### config.mk
export PLATFORM = sky130hd
export DESIGN_NAME = bpc_divider
export DESIGN_NICKNAME = d
export VERILOG_FILES = /design/src/rtl/bpc_pkg.sv /design/src/rtl/bpc_div_cell.sv /design/src/rtl/bpc_divider.sv
export SDC_FILE = /design/constraint.sdc
export NUM_CORES = 2
export LEC_CHECK = 0
export BUFFER_PORTS_ARGS = -buffer_cell sky130_fd_sc_hd__buf_2
export CORE_MARGIN = 3
export CORE_UTILIZATION = 64
export CTS_CLUSTER_DIAMETER = 100
export DETAILED_ROUTE_END_ITERATION = 8
export GPL_TIMING_DRIVEN = 0
export PLACE_DENSITY = 0.84
export SLEW_MARGIN = 20
export SYNTH_ARGS = -nofsm -noshare
export SYNTH_HDL_FRONTEND = slang
export SYNTH_SLANG_ARGS = --single-unit
### constraint.sdc
create_clock -name clk -period 5.45 [get_ports clk]
set_input_delay 0.2725 -clock clk [delete_from_list [all_inputs] [get_ports clk]]
set_output_delay 0.2725 -clock clk [all_outputs]
set_load 0.005 [all_outputs]
### src/rtl/bpc_pkg.sv
// Shared types and constants for the barometric pressure compensation pipeline.
// No dependencies; used by the division cells, the divider row and the top level.
`default_nettype none
package bpc_pkg;

	localparam int unsigned DivW   = 32;
	localparam int unsigned CfgAw  = 3;
	localparam int unsigned CfgDw  = 32;

	typedef enum logic [CfgAw-1:0] {
		REG_AC1_AC2 = 3'd0,
		REG_AC3_AC4 = 3'd1,
		REG_AC5_AC6 = 3'd2,
		REG_B1_B2   = 3'd3,
		REG_MC_MD   = 3'd4
	} cfg_reg_t;

	// Constants of the compensation formula
	localparam logic [31:0] K_T_OFFSET = 32'd4000;
	localparam logic [31:0] K_B4_BIAS  = 32'd32768;
	localparam logic [31:0] K_B7_SCALE = 32'd6250;
	localparam logic [31:0] K_P_SQ     = 32'd3038;
	localparam logic [31:0] K_P_LIN    = 32'hFFFF_E343;
	localparam logic [31:0] K_P_OFF    = 32'd3791;

	// Partial state of one division as it moves along the row of cells
	typedef struct packed {
		logic            valid;
		logic [DivW-1:0] rem;
		logic [DivW-1:0] num;
		logic [DivW-1:0] den;
		logic [DivW-1:0] quo;
	} div_lane_t;

endpackage
`default_nettype wire

### src/rtl/bpc_div_cell.sv
// One restoring division cell: settles one quotient bit and registers the lane.
// Depends on bpc_pkg.
`default_nettype none
module bpc_div_cell import bpc_pkg::*; #(
	parameter int unsigned SIDE_W = 1
) (
	input  wire logic              clk,
	input  wire logic              arst_n,
	input  wire logic              en,
	input  wire div_lane_t         lane_in,
	input  wire logic [SIDE_W-1:0] side_in,
	output div_lane_t              lane_out,
	output logic      [SIDE_W-1:0] side_out
);

	logic [DivW:0]   trial;
	logic [DivW:0]   diff;
	logic            fits;
	div_lane_t       nxt;
	logic            valid_q;
	logic [DivW-1:0] rem_q, num_q, den_q, quo_q;

	always_comb begin
		trial = {lane_in.rem, lane_in.num[DivW-1]};
		diff  = trial - {1'b0, lane_in.den};
		fits  = ~diff[DivW];
		nxt.valid = lane_in.valid;
		nxt.rem   = fits ? diff[DivW-1:0] : trial[DivW-1:0];
		nxt.num   = {lane_in.num[DivW-2:0], 1'b0};
		nxt.den   = lane_in.den;
		nxt.quo   = {lane_in.quo[DivW-2:0], fits};
	end

	always_ff @(posedge clk or negedge arst_n) begin
		if (!arst_n) begin
			valid_q <= 1'b0;
		end else if (en) begin
			valid_q <= nxt.valid;
		end
	end

	always_ff @(posedge clk) begin
		if (en) begin
			rem_q    <= nxt.rem;
			num_q    <= nxt.num;
			den_q    <= nxt.den;
			quo_q    <= nxt.quo;
			side_out <= side_in;
		end
	end

	always_comb begin
		lane_out.valid = valid_q;
		lane_out.rem   = rem_q;
		lane_out.num   = num_q;
		lane_out.den   = den_q;
		lane_out.quo   = quo_q;
	end

endmodule
`default_nettype wire

### src/rtl/bpc_divider.sv
// Row of division cells giving an unsigned 32 by 32 bit quotient, one bit per cell.
// Depends on bpc_pkg and bpc_div_cell.
`default_nettype none
module bpc_divider import bpc_pkg::*; #(
	parameter int unsigned SIDE_W = 1
) (
	input  wire logic              clk,
	input  wire logic              arst_n,
	input  wire logic              en,
	input  wire logic              valid_in,
	input  wire logic [DivW-1:0]   num_in,
	input  wire logic [DivW-1:0]   den_in,
	input  wire logic [SIDE_W-1:0] side_in,
	output logic                   valid_out,
	output logic      [DivW-1:0]   quo_out,
	output logic      [SIDE_W-1:0] side_out
);

	div_lane_t         lane [DivW+1];
	logic [SIDE_W-1:0] side [DivW+1];

	always_comb begin
		lane[0].valid = valid_in;
		lane[0].rem   = '0;
		lane[0].num   = num_in;
		lane[0].den   = den_in;
		lane[0].quo   = '0;
		side[0]       = side_in;
	end

	for (genvar i = 0; i < DivW; i++) begin : g_cell
		bpc_div_cell #(.SIDE_W(SIDE_W)) u_cell (
			.clk      (clk),
			.arst_n   (arst_n),
			.en       (en),
			.lane_in  (lane[i]),
			.side_in  (side[i]),
			.lane_out (lane[i+1]),
			.side_out (side[i+1])
		);
	end

	assign valid_out = lane[DivW].valid;
	assign quo_out   = lane[DivW].quo;
	assign side_out  = side[DivW];

endmodule
`default_nettype wire

# Word level (Yosys, flattened, before mapping)
# Cells that the tools add are included.
dict set report totals {
  word_cells 285
  reg_bits 3072
}
dict set report op_classes {
  n_mux 31
  bitwise 32
  addsub 32
}
# operator n
set op_table {}
lappend op_table {{$sub A33 B32 Y33} 31}
lappend op_table {{$mux W32} 30}
lappend op_table {{$sub A1 B32 Y33} 1}
lappend op_table {{$not A1 Y1} 32}
lappend op_table {{$mux W1} 1}

# Longest topological paths before layout
dict set report depth {
  ltp_word 2
  depth_mapped 16
}

# Hierarchy
# From an unflattened synthesis, not the netlist that was laid out.
dict set report hier_totals {
  hier_cells 14032
  hier_area_um2 199834.2
}
# module area_each_um2 seq_area_each_um2 cells_per_inst n_inst
set by_module_without_submodules {}
lappend by_module_without_submodules {{bpc_div_cell at g_cell[22].u_cell ...} 6263.5 3868.7 439 15}
lappend by_module_without_submodules {{bpc_div_cell at g_cell[0].u_cell ...} 6257.3 3868.7 438 11}
lappend by_module_without_submodules {{bpc_div_cell at g_cell[10].u_cell ...} 6262.3 3868.7 438 3}
lappend by_module_without_submodules {{bpc_div_cell at g_cell[30].u_cell ...} 6087.1 3868.7 438 3}
lappend by_module_without_submodules {bpc_divider 3.8 0.0 1 1}

# Worst setup path before layout
# OpenSTA, ideal clock, no wires.
dict set report synth_timing {
  path_type {reg-to-reg}
  from {register g_cell[1].u_cell.den_q[0]}
  to {register g_cell[2].u_cell.rem_q[29], data pin}
  path_buffers 1
  arrival_time_ns 3.502
  setup_ns 0.262
  path_slack_ns 1.686
  required_ns 5.188
  stages_incl_launch_ff 15
  cell_sequence {edfxtp_1 -> ha_1 -> fa_1 -> nand2b_1 -> a21boi_1 -> o21ai_1 -> a21oi_2 -> o31ai_2 -> o311a_1 -> nor3_4 -> a21oi_1 -> o31ai_2 -> xor2_2 -> buf_6 -> mux2_1}
}
# item line_no
set synth_lines {}
lappend synth_lines {{start, declared} bpc_div_cell.sv:21} ;# logic [DivW-1:0] rem_q, num_q, den_q, quo_q;
lappend synth_lines {{start signal, assigned} bpc_div_cell.sv:46} ;# den_q <= nxt.den;
lappend synth_lines {{end signal, assigned} bpc_div_cell.sv:44} ;# rem_q <= nxt.rem;
lappend synth_lines {{end, declared} bpc_div_cell.sv:21}

==> run_results.csv <==
group,metric,value,unit
grt,grt_max_degree,155,
min_path,worst_hold_startpoint,"den_in[23]",
cts,htree_num_levels,5,
grt,grt_overflow_total,0,
synthesis,ys_dominant_reg_cell,"edfxtp_1",
synthesis,post_synth_main_area_contributors,"edfxtp_1 (59%), ha_1 (8.0%), mux2_2 (4.1%), xnor2_1 (3.1%), inv_1 (3.0%)",
detailed_routing,drt-wirelength-per-cell,22.05,um
timing,final_hold_viol_count,0,
timing,slew_headroom,21.73,%
worst_setup_path,setup.reg_to_reg.worst_slack,0.13,ns
grt,via_count_of_the_first_global_routing_pass,99297,
place,detailed_place.area,0.1609,sq mm
worst_setup_path,critical_path.startpoint_type,"register",
timing,final.setup.worst_slack,0.1268,ns
pwr,power_density,642.8,mW/mm^2
grt,number_of_antenna_violations_at_the_first_check_in_global_routing,10,
timing,grt_setup_unrepaired,"false",
timing,worst_pin_slew,1.145,ns
synthesis,synth.cells.most_frequent,"edfxtp_1 (3,040), inv_1 (1,247), ha_1 (993)",
cts,number_of_buffers_added_by_the_clock_tree_synthesis_step,332,
cells_and_area,design_area,0.1722,sq mm
cts,tritoncts_num_sinks,3072,
pwr,ir_worst_vdd,0.0004193,V
cts,post-cts-setup-buffer-count,0,
timing,timing.final.crit_share,97.67,%
timing,timing_max_transition_violations_final,0,
flow_run,timing.max_cap.violations,0,
cells_and_area,post_route_cells_drive_above_1_share,11.06,%
floorplanning,number_of_ports_placed_on_the_die_boundary,103,
pwr,cellLeakagePower,0.06987,uW
worst_setup_path,setup.worst_path.end_class,"register",
synthesis,synth_edf_count,3040,
floorplanning,floorplan.die.width,499.1,um
floorplanning,chipHeight,499.1,um
cts,clk_pin_slew_worst_paths,0.07,ns
synthesis,post-synth-top-count-cell,"edfxtp_1",
floorplanning,rows,180,
cells_and_area,multi_input_area,0.05786,sq mm
outcome,run_status,"finished, final reports clean",
synthesis,netlist_area,0.1556,sq mm
worst_setup_path,crit_path_max_fanout,10,
detailed_routing,drc,0,
synthesis,synth_seq_cells,3072,
place,dpl.hpwl,253400,um
detailed_routing,post_drt_via_cell_ratio,6.057,
timing,finalClockSkew,0.1396,ns
detailed_routing,routed-via-count,97453,
cts,clock_insertion_delay_worst_skew,1.00,ns
floorplanning,core_area,0.2412,sq mm
cts,clock_tree_from_tritoncts,"done",
synthesis,syn-mean-instance-area,12.87,sq um
cts,root_cell_of_the_clock_tree,"clkbuf_16",
timing,fmaxAchievable,0.1879,GHz
worst_setup_path,worst_r2r_endpoint,"g_cell[6].u_cell.rem_q[28]$_DFFE_PP_",
detailed_routing,detail_route.iter0.violations,8549,
cells_and_area,fillCellCount,15495,
synthesis,synth.lib_cells_used.distinct,111,
worst_setup_path,arrival,5.99,ns
cells_and_area,num-nets-final,13758,
cells_and_area,layout.area.seq,0.09209,sq mm
min_path,hold-path-endpoint,"g_cell[0].u_cell.den_q[23]$_DFFE_PP_",
synthesis,yosysSeqAreaShare,59.17,%
synthesis,postSynth.asyncResetShare,1.042,%
timing,timing.final.setup_violations,0,
detailed_routing,drt_first_pass_iters,9,
floorplanning,initial_utilization,64.52,%
grt,grt_pass1_wl,551700,um
synthesis,yosysWarnings,0,
worst_setup_path,worst-endpoint-required,6.12,ns
place,globalplace.congestion,0.9806,
cells_and_area,areaGrowthSynthToFinish,10.62,%
floorplanning,design.die.area,0.2491,sq mm
synthesis,yosys.area.top_type,"edfxtp_1",
min_path,min_path_cells,2,
place,detailedPlace.worstSlack,-0.3500,ns
detailed_routing,routed_wl,354700,um
detailed_routing,ant_nets,0,
synthesis,post-synth-top-area-fraction,58.66,%
cts,cts.path.max_buffers,4,
timing,finalWorstPathRequiredPeriod,5.323,ns
worst_setup_path,start_to_end_type_of_the_worst_setup_path,"reg -> reg",
worst_setup_path,crit-reg2reg-launch,"g_cell[5].u_cell.num_q[31]$_DFFE_PP_",
synthesis,synthCells,12092,
min_path,min_path_type,"in -> reg",
worst_setup_path,r2r_cells,16,
grt,track_usage,28.19,%
place,portBuffers,102,
-- where the power goes --
group          internal [uW]  switching (uW)  total [uW]
clock                  12400            9050       21400
sequential             34400            3240       37700
combinational          22900           28600       51600
total                  69700           40900      111000
-- state kept, by name, indices dropped and copies added (netlist names) --
name	cells
g_cell.u_cell.quo_q	528
g_cell.u_cell.valid_q	32
g_cell.u_cell.side_out	32
g_cell.u_cell.rem_q	992
g_cell.u_cell.den_q	992
g_cell.u_cell.num_q	496
-- cells in the final DEF, fill, tap and decap left out, types with 30 or more instances in the layout --
cell           synthesis  final
edfxtp_1            3040   3040
inv_1               1247   1247
ha_1                 993    993
a21oi_1              771    771
nand2_1              646    646
o21ai_0              596    595
mux2_2               560    560
xnor2_1              551    545
nor2_1               475    475
a21o_1               459    459
clkbuf_16              0    338
xor2_1               262    258
clkbuf_1             149    200
o21a_1               165    165
buf_2                 54    155
nand3_1              150    150
nor2b_1              150    150
nand2b_1             148    148
nor3_1               120    120
o21bai_1             110    110
a31oi_1              105    105
dlygate4sd3_1          0     99
and3_1                98     98
nand4_1               94     94
mux2_1                91     91
mux2i_1               74     74
mux2_4                74     74
a211oi_1              60     60
clkinv_1               0     57
o31ai_1               56     56
or3_1                 47     47
clkinv_2               0     47
o211ai_1              39     39
and2_1                38     38
o21ai_1               36     37
dfrtp_1               32     32
o31a_1                31     31
fa_1                  30     30
-- cell families after synthesis --
family	synth area share (%)
and+or+nand+nor	6.508
AOI/OAI and AO/OA	11.64
adders and majority gates	8.369
muxes	5.900
other	0.002410
xor gates and xnor gates	4.659
DFF	59.17
buffers and inverters	3.753
-- worst max-delay path, stage by stage, from the launching register on --
cell and delay, ns:
edfxtp_1 0.63, inv_1 0.18, ha_1 0.21, fa_1 0.22, nor2b_1 0.07, o21a_1 0.19, o21ai_1 0.19, a21oi_1 0.16
o31ai_2 0.37, o21ai_2 0.24, a2111oi_2 0.74, o31ai_1 0.20, a21oi_1 0.32, xnor2_2 0.17, buf_6 0.20, buf_2 0.53
mux2_1 0.39
-- metal layers --
layer  vias up  share of wire, %  GRT usage [%]
li1      45909                 -              -
met1     47387                40          35.47
met2      3233                49          48.23
met3       914               5.7          4.323
met4        10               5.1          13.02
met5         -             0.073              0
-- worst max path at each step --
stage | startpoint | to | slack [ns] | cells past startpoint
floorplan | g_cell[1].u_cell.den_q[0]$_DFFE_PP_ | g_cell[2].u_cell.rem_q[29]$_DFFE_PP_ | 1.69 | 14
global placement | en | g_cell[30].u_cell.quo_q[15]$_DFFE_PP_ | -42.42 | 1
detailed placement | g_cell[21].u_cell.den_q[0]$_DFFE_PP_ | g_cell[22].u_cell.rem_q[29]$_DFFE_PP_ | -0.35 | 14
CTS | g_cell[21].u_cell.den_q[0]$_DFFE_PP_ | g_cell[22].u_cell.rem_q[30]$_DFFE_PP_ | 0.01 | 13
global route | g_cell[13].u_cell.num_q[31]$_DFFE_PP_ | g_cell[14].u_cell.rem_q[24]$_DFFE_PP_ | 0.005 | 14
finish | g_cell[5].u_cell.num_q[31]$_DFFE_PP_ | g_cell[6].u_cell.rem_q[28]$_DFFE_PP_ | 0.13 | 16
-- per-stage QoR --
| stage | total power [uW] | TNS (ns) | hold slack, ns | std cells | utilization (%) |
|---|---|---|---|---|---|
| after floorplan | 74500 | 0 | -0.02309 | 12106 | - |
| after global routing | 117200 | 0 | 0.01387 | 16081 | 71.36 |
| after detailed placement | 88320 | -10.80 | 0.3570 | 15416 | 66.69 |
| after CTS | 110500 | 0 | 0.002197 | 16079 | 71.34 |
| final | 110700 | 0 | 0.06004 | 16088 | 71.37 |
| after global placement | 88790 | - | 0.3215 | 15393 | 66.41 |
-- repair_timing --
action,CTS,global route
endpoints found under the setup margin,57,241
endpoints found under the hold margin,188,0
hold buffers,100,0
cloned,0,1
gates resized for setup,7,28
-- final cells by class --
cell class              count  area share, %
diodes                      8        0.01163
plain buffers             238         0.6788
clock buffers             408          5.094
clock inverters           155         0.8096
inverters                1249          2.723
multi-input cells        7547          33.61
flip-flops and latches   3072          53.49
well taps                3185          2.315
repair buffers            226          1.265
(Power assumes the default switching activity.)
